<file path="src/rtl/core/sida_pkg.sv">
// Shared constants and control types for the signed integer to decimal text converter.
`timescale 1ns / 1ps

package sida_pkg;

    // Default width of the signed input value.
    localparam int VALUE_WIDTH_DEF = 32;

    // Output character width and the ASCII codes that are produced.
    localparam int          CHAR_W   = 6;
    localparam logic [5:0]  CH_ZERO  = 6'd48;
    localparam logic [5:0]  CH_MINUS = 6'd45;

    // One packed decimal digit and the shift-add-3 correction constants.
    localparam int          DIGIT_W   = 4;
    localparam logic [3:0]  ADJ_LIMIT = 4'd5;
    localparam logic [3:0]  ADJ_ADD   = 4'd3;

    // Commands from the sequencer to the digit converter.
    typedef struct packed {
        logic load;         // Start a new conversion from load_mag.
        logic digit_shift;  // Move the digit register up by one digit.
    } dab_ctl_t;

    // Status from the digit converter back to the sequencer.
    typedef struct packed {
        logic                done;       // One-cycle pulse: digits are ready.
        logic [DIGIT_W-1:0]  top_digit;  // Most significant digit held.
    } dab_stat_t;

endpackage

</file>
<file path="src/rtl/core/sida_dabble.sv">
// Bit-serial binary to packed decimal converter using the shift-add-3 method.
`timescale 1ns / 1ps

module sida_dabble #(
    parameter int VALUE_WIDTH = sida_pkg::VALUE_WIDTH_DEF,
    parameter int NUM_DIGITS  = (VALUE_WIDTH * 3) / 10 + 1
) (
    input  logic                   aclk,
    input  logic                   aresetn,
    input  sida_pkg::dab_ctl_t     ctl,
    input  logic [VALUE_WIDTH-1:0] load_mag,
    output sida_pkg::dab_stat_t    stat
);
    import sida_pkg::*;

    localparam int BCD_W = NUM_DIGITS * DIGIT_W;
    localparam int CNT_W = $clog2(VALUE_WIDTH + 1);

    logic [VALUE_WIDTH-1:0] mag_reg;
    logic [BCD_W-1:0]       bcd_reg;
    logic [BCD_W-1:0]       bcd_adj;
    logic [CNT_W-1:0]       cnt_reg;
    logic                   run_reg;
    logic                   done_reg;

    // Each digit of five or more gets three added before the next doubling.
    always_comb begin
        logic [DIGIT_W-1:0] d;
        for (int i = 0; i < NUM_DIGITS; i++) begin
            d = bcd_reg[i*DIGIT_W +: DIGIT_W];
            bcd_adj[i*DIGIT_W +: DIGIT_W] = (d >= ADJ_LIMIT) ? d + ADJ_ADD : d;
        end
    end

    // Conversion steps one input bit per cycle, most significant bit first.
    always_ff @(posedge aclk) begin
        if (!aresetn) begin
            run_reg  <= 1'b0;
            done_reg <= 1'b0;
            cnt_reg  <= '0;
        end else begin
            done_reg <= 1'b0;
            if (ctl.load) begin
                mag_reg <= load_mag;
                bcd_reg <= '0;
                cnt_reg <= CNT_W'(VALUE_WIDTH);
                run_reg <= 1'b1;
            end else if (run_reg) begin
                bcd_reg <= {bcd_adj[BCD_W-2:0], mag_reg[VALUE_WIDTH-1]};
                mag_reg <= mag_reg << 1;
                cnt_reg <= cnt_reg - CNT_W'(1);
                if (cnt_reg == CNT_W'(1)) begin
                    run_reg  <= 1'b0;
                    done_reg <= 1'b1;
                end
            end else if (ctl.digit_shift) begin
                bcd_reg <= bcd_reg << DIGIT_W;
            end
        end
    end

    assign stat.done      = done_reg;
    assign stat.top_digit = bcd_reg[BCD_W-1 -: DIGIT_W];

endmodule

</file>
<file path="src/rtl/core/signed_int_to_decimal_ascii.sv">
// Sequence after accept: the bit-serial conversion steps, a hand-off into the digit stage,
// then the digit positions in order, most significant first; leading zeros are dropped
// without a beat, and a negative value puts a minus sign character first.
// A new number is taken only in idle, after the last character of the previous one has been
// registered; the output holds while m_ready is low.
// Reset: synchronous active-low aresetn returns the sequencer to idle and drops m_valid.
`timescale 1ns / 1ps

module signed_int_to_decimal_ascii #(
    parameter int VALUE_WIDTH = sida_pkg::VALUE_WIDTH_DEF
) (
    input  logic                          aclk,
    input  logic                          aresetn,
    input  logic                          s_valid,
    output logic                          s_ready,
    input  logic signed [VALUE_WIDTH-1:0] s_value,
    output logic                          m_valid,
    input  logic                          m_ready,
    output logic [sida_pkg::CHAR_W-1:0]   m_char_code,
    output logic                          m_last
);
    import sida_pkg::*;

    // Enough digits for the magnitude of the most negative value.
    localparam int NUM_DIGITS = (VALUE_WIDTH * 3) / 10 + 1;
    localparam int DCNT_W     = $clog2(NUM_DIGITS + 1);

    typedef enum logic [3:0] {
        ST_IDLE = 4'b0001,
        ST_CONV = 4'b0010,
        ST_SIGN = 4'b0100,
        ST_EMIT = 4'b1000
    } state_t;

    state_t              state_reg, state_next;
    logic                neg_reg, neg_next;
    logic                started_reg, started_next;
    logic [DCNT_W-1:0]   dcnt_reg, dcnt_next;
    logic                m_valid_reg, m_valid_next;
    logic [CHAR_W-1:0]   m_char_reg, m_char_next;
    logic                m_last_reg, m_last_next;
    logic                out_free;
    logic                is_last_digit;
    logic [VALUE_WIDTH-1:0] load_mag;
    dab_ctl_t            dab_ctl;
    dab_stat_t           dab_stat;

    sida_dabble #(
        .VALUE_WIDTH (VALUE_WIDTH),
        .NUM_DIGITS  (NUM_DIGITS)
    ) u_dabble (
        .aclk     (aclk),
        .aresetn  (aresetn),
        .ctl      (dab_ctl),
        .load_mag (load_mag),
        .stat     (dab_stat)
    );

    // Magnitude as an unsigned quantity; the most negative value maps to 2^(W-1).
    assign load_mag = s_value[VALUE_WIDTH-1] ? (~s_value + VALUE_WIDTH'(1)) : s_value;

    // The output register can take a new beat when empty or being drained.
    assign out_free      = !m_valid_reg || m_ready;
    assign is_last_digit = (dcnt_reg == DCNT_W'(1));

    // Sequencer: accept, convert, optional sign, then digits most significant first.
    always_comb begin
        state_next          = state_reg;
        neg_next            = neg_reg;
        started_next        = started_reg;
        dcnt_next           = dcnt_reg;
        m_valid_next        = m_valid_reg && !m_ready;
        m_char_next         = m_char_reg;
        m_last_next         = m_last_reg;
        dab_ctl.load        = 1'b0;
        dab_ctl.digit_shift = 1'b0;
        s_ready             = 1'b0;
        case (state_reg)
            ST_IDLE: begin
                s_ready = 1'b1;
                if (s_valid) begin
                    neg_next     = s_value[VALUE_WIDTH-1];
                    dab_ctl.load = 1'b1;
                    state_next   = ST_CONV;
                end
            end
            ST_CONV: begin
                if (dab_stat.done) begin
                    dcnt_next    = DCNT_W'(NUM_DIGITS);
                    started_next = 1'b0;
                    state_next   = neg_reg ? ST_SIGN : ST_EMIT;
                end
            end
            ST_SIGN: begin
                if (out_free) begin
                    m_valid_next = 1'b1;
                    m_char_next  = CH_MINUS;
                    m_last_next  = 1'b0;
                    state_next   = ST_EMIT;
                end
            end
            ST_EMIT: begin
                if (!started_reg && dab_stat.top_digit == '0 && !is_last_digit) begin
                    // Leading zero: drop it without a beat.
                    dab_ctl.digit_shift = 1'b1;
                    dcnt_next           = dcnt_reg - DCNT_W'(1);
                end else if (out_free) begin
                    m_valid_next        = 1'b1;
                    m_char_next         = CH_ZERO + {2'b00, dab_stat.top_digit};
                    m_last_next         = is_last_digit;
                    dab_ctl.digit_shift = 1'b1;
                    dcnt_next           = dcnt_reg - DCNT_W'(1);
                    started_next        = 1'b1;
                    if (is_last_digit) begin
                        state_next = ST_IDLE;
                    end
                end
            end
            default: begin
                state_next = ST_IDLE;
            end
        endcase
    end

    // Control and output registers.
    always_ff @(posedge aclk) begin
        if (!aresetn) begin
            state_reg   <= ST_IDLE;
            m_valid_reg <= 1'b0;
            started_reg <= 1'b0;
            neg_reg     <= 1'b0;
            dcnt_reg    <= '0;
        end else begin
            state_reg   <= state_next;
            m_valid_reg <= m_valid_next;
            started_reg <= started_next;
            neg_reg     <= neg_next;
            dcnt_reg    <= dcnt_next;
        end
    end

    // Output beat payload.
    always_ff @(posedge aclk) begin
        m_char_reg <= m_char_next;
        m_last_reg <= m_last_next;
    end

    assign m_valid     = m_valid_reg;
    assign m_char_code = m_char_reg;
    assign m_last      = m_last_reg;

endmodule
</file>
<file path="config.mk">
export PLATFORM = sky130hd
export DESIGN_NAME = signed_int_to_decimal_ascii
export DESIGN_NICKNAME = d
export VERILOG_FILES = /design/src/rtl/core/sida_pkg.sv /design/src/rtl/core/sida_dabble.sv /design/src/rtl/core/signed_int_to_decimal_ascii.sv
export SDC_FILE = /design/constraint.sdc
export NUM_CORES = 1
export LEC_CHECK = 0
export BUFFER_PORTS_ARGS = -buffer_cell sky130_fd_sc_hd__buf_2
export CAP_MARGIN = 25
export CORE_MARGIN = 2
export CORE_UTILIZATION = 55
export DETAILED_ROUTE_END_ITERATION = 16
export PLACE_DENSITY_LB_ADDON = 0.15
export RECOVER_POWER = 100
export SLEW_MARGIN = 10
export SYNTH_ARGS = -nofsm -noshare
export SYNTH_HDL_FRONTEND = slang
export SYNTH_HIERARCHICAL = 1
export SYNTH_SLANG_ARGS = --single-unit
</file>
<file path="constraint.sdc">
create_clock -name aclk -period 4.6 [get_ports aclk]
set_input_delay 0.23 -clock aclk [delete_from_list [all_inputs] [get_ports aclk]]
set_output_delay 0.23 -clock aclk [all_outputs]
set_load 0.02 [all_outputs]
</file>
==> results.py <==
metrics = {
    "finish": {
        "n_antenna_cell": 0,
        "fillCellCount": 953,
        "largest_register_ffs": 40,
        "finalNetCount": 661,
        "syn_to_final_growth_pct": 7.18,
        "multi_input_area_mm2": 0.00296,
        "register_area_mm2": 0.00272,
        "drive_gt1_frac": 0.164,
    },
    "sta": {
        "fin_tns_setup_ns": 0,
        "finalClockSkew_ns": 0.0158,
        "worstMarginPinSlew_ns": 1.10,
        "fin_ws_ns": 1.22,
        "fmax_mhz": 296,
        "setup_violations": 0,
        "period_minus_slack_ns": 3.38,
        "rsz0062_at_grt": "no",
        "hold_violations": 0,
        "slew_viol_final": 0,
        "fin_crit_sh": 0.735,
        "slew_headroom": 0.270,
    },
    "logic_synthesis": {
        "syn_avg_cell_area_um2": 10.4,
        "synth_compound_area_frac": 0.138,
        "synthArstFlopShare": 0,
        "synth-edff-count": 78,
        "ys_ff_latch": 97,
        "yosysWarnings": 6,
        "synthAdderAreaFrac": 0.0521,
        "synthCells": 574,
        "synth_top_family_by_area": "simple AND/OR/NAND/NOR gates",
        "synth_xor_xnor_area_share": 0.0642,
        "synth_seq_area_share": 0.454,
        "synthSimpleGateAreaFrac": 0.179,
        "netlist_area_mm2": 0.00600,
        "yosysUniqueCellTypes": 58,
        "ys_dominant_reg_cell": "edfxtp_1",
        "syn-num-nets": 635,
        "yosys-mux-area-fraction": 0.0599,
    },
    "setup_path": {
        "cp.required_ns": 4.59,
        "start_kind": "flop",
        "crit_arrival_ns": 3.38,
        "r2r_slack_ns": 1.22,
        "path_class": "flop to flop",
        "cp-end-kind": "flop",
        "path_max_fanout": 32,
    },
    "cts": {
        "cts.sinks": 97,
        "numCtsBuffers": 9,
        "cts.repair.resized": 0,
        "insertion_delay_ns": 0.37,
        "tritoncts": "done",
        "clkTransAtPathRegs_ns": 0.10,
        "htreeDepth": 3,
        "clockBufferDepth": 2,
        "cts_setup_buffers": 0,
        "cts_root_buf": "clkbuf_8",
        "hold_buffers": 0,
    },
    "drt": {
        "drtIter0Drc": 220,
        "vias": 4394,
        "drt_wl_total_um": 11700,
        "routedWlPerCell_um": 15.7,
        "drt_pass1_iterations": 4,
        "ant_nets": 0,
        "vias_per_cell": 5.90,
        "drc": 0,
    },
    "global_routing": {
        "grt_max_degree": 44,
        "grt_antenna_before_repair": 0,
        "grt_usage": 0.211,
        "grt_pass1_wl_um": 19600,
        "grt_pass1_vias": 4210,
        "grt-ovfl-total": 0,
    },
    "floorplanning": {
        "fp.coreArea_mm2": 0.0107,
        "dieArea_mm2": 0.0118,
        "io_pins": 45,
        "die_h_um": 108,
        "std_cell_rows": 38,
        "start_util": 0.558,
        "dieWidth_um": 108,
    },
    "placed_design": {
        "gp_congestion": 0.843,
        "place_ws_ns": 1.59,
        "port-buffer-count": 43,
        "hpwl_um": 8140,
    },
    "pwr": {
        "p_leak_nw": 2.25,
        "max-vdd-ir-drop_mv": 0.166,
        "power_density_mw_per_mm2": 347,
    },
    "worst_hold_path": {
        "holdCritPathClass": "input pin to flop",
    },
    "job": {
        "drv_cap": 0,
    },
    "outcome": {
        "outcome": "completed",
    },
}
==> kinds of logic after synthesis <==
family          after synthesis
buf+inv                      66
simple gates                200
fa+ha+maj                    25
flops                        97
other cells                   1
mux                          32
xor+xnor                     44
compound gates              109
==> power by group <==
group          internal, mW  leakage [nW]  switching [mW]
clock network         0.257         0.101           0.319
logic                 0.215          1.26           0.275
registers              1.08         0.892          0.0841
total                  1.55          2.25           0.678
==> cell usage in the layout, fill, tap and decap left out, drive strengths merged, types with 3 or more instances in the layout <==
| master | n |
|---|---|
| nand4 | 6 |
| ha | 25 |
| inv | 35 |
| o31ai | 19 |
| and2 | 7 |
| nor4 | 7 |
| or3 | 7 |
| a221o | 9 |
| mux2 | 31 |
| buf | 39 |
| nand2b | 17 |
| o311ai | 8 |
| or4b | 3 |
| clkbuf | 19 |
| nand2 | 52 |
| edfxtp | 78 |
| nor2b | 8 |
| nor4b | 10 |
| nor3 | 14 |
| a311oi | 11 |
| dfxtp | 19 |
| o21ai | 19 |
| nor3b | 3 |
| nor2 | 49 |
| o211ai | 4 |
| xnor2 | 34 |
| a21oi | 14 |
| a211oi | 3 |
| o41ai | 9 |
| xor2 | 10 |
| nand3 | 10 |
==> final timing paths <==
check / depth (start not counted) / end / startpoint
hold / removal: 2 / state_reg[0] / s_valid
setup reg to reg: 6 / u_dabble/mag_reg[21] / state_reg[0]
hold reg to reg: 2 / state_reg[2] / neg_reg
setup / recovery: 6 / u_dabble/mag_reg[21] / state_reg[0]
==> synthesized netlist by cell type, drive strengths merged, types with 9 or more instances <==
master / number / area, um^2
mux2: 31 / 349
ha: 25 / 313
clkbuf: 10 / 37.5
o41ai: 9 / 101
inv: 32 / 120
dfxtp: 19 / 380
o31ai: 19 / 143
a311oi: 11 / 96.3
nand2: 52 / 195
nand3: 10 / 50.1
edfxtp: 78 / 2340
nand2b: 17 / 106
buf: 24 / 155
xnor2: 34 / 298
o21ai: 19 / 95.1
nor2: 49 / 184
nor3: 14 / 75.1
a21oi: 14 / 70.1
a221o: 9 / 90.1
nor4b: 10 / 100
xor2: 10 / 87.6
==> per-layer routing <==
metal,track usage,part of all wire,up-vias
met5,0,0,-
met2,0.350,0.48,93
met3,0.0422,0.036,17
met1,0.279,0.47,2117
li1,-,-,2167
met4,0.0668,0.015,0
==> metrics by stage <==
step           instances   util  power, mW  area [um^2]  hold slack, ns
3_3_place_gp         728  0.581       1.65         6240           0.482
3_5_place_dp         729  0.583       1.68         6260           0.492
2_1_floorplan        574      -       1.55         6000           0.370
5_1_grt              745  0.598       2.36         6430           0.124
6_report             745  0.598       2.23         6430           0.137
4_1_cts              745  0.602       2.25         6470           0.117
==> worst max-delay path, stage by stage, from the launching register on <==
cell and delay (ns):
dfxtp_1 0.53, nor4b_1 0.40, and2_2 0.63, nor2_1 0.09
clkbuf_1 0.49, nor2_2 0.20, clkbuf_2 0.66
==> cell type report <==
class,count,share of cell area
Multi-Input combinational cell,411,0.460
Inverter,32,0.0187
Sequential cell,97,0.424
Tap cell,140,0.0272
Timing Repair Buffer,49,0.0395
Clock inverter,7,0.0121
Clock buffer,9,0.0193
Power figures use the tool's default switching activity.
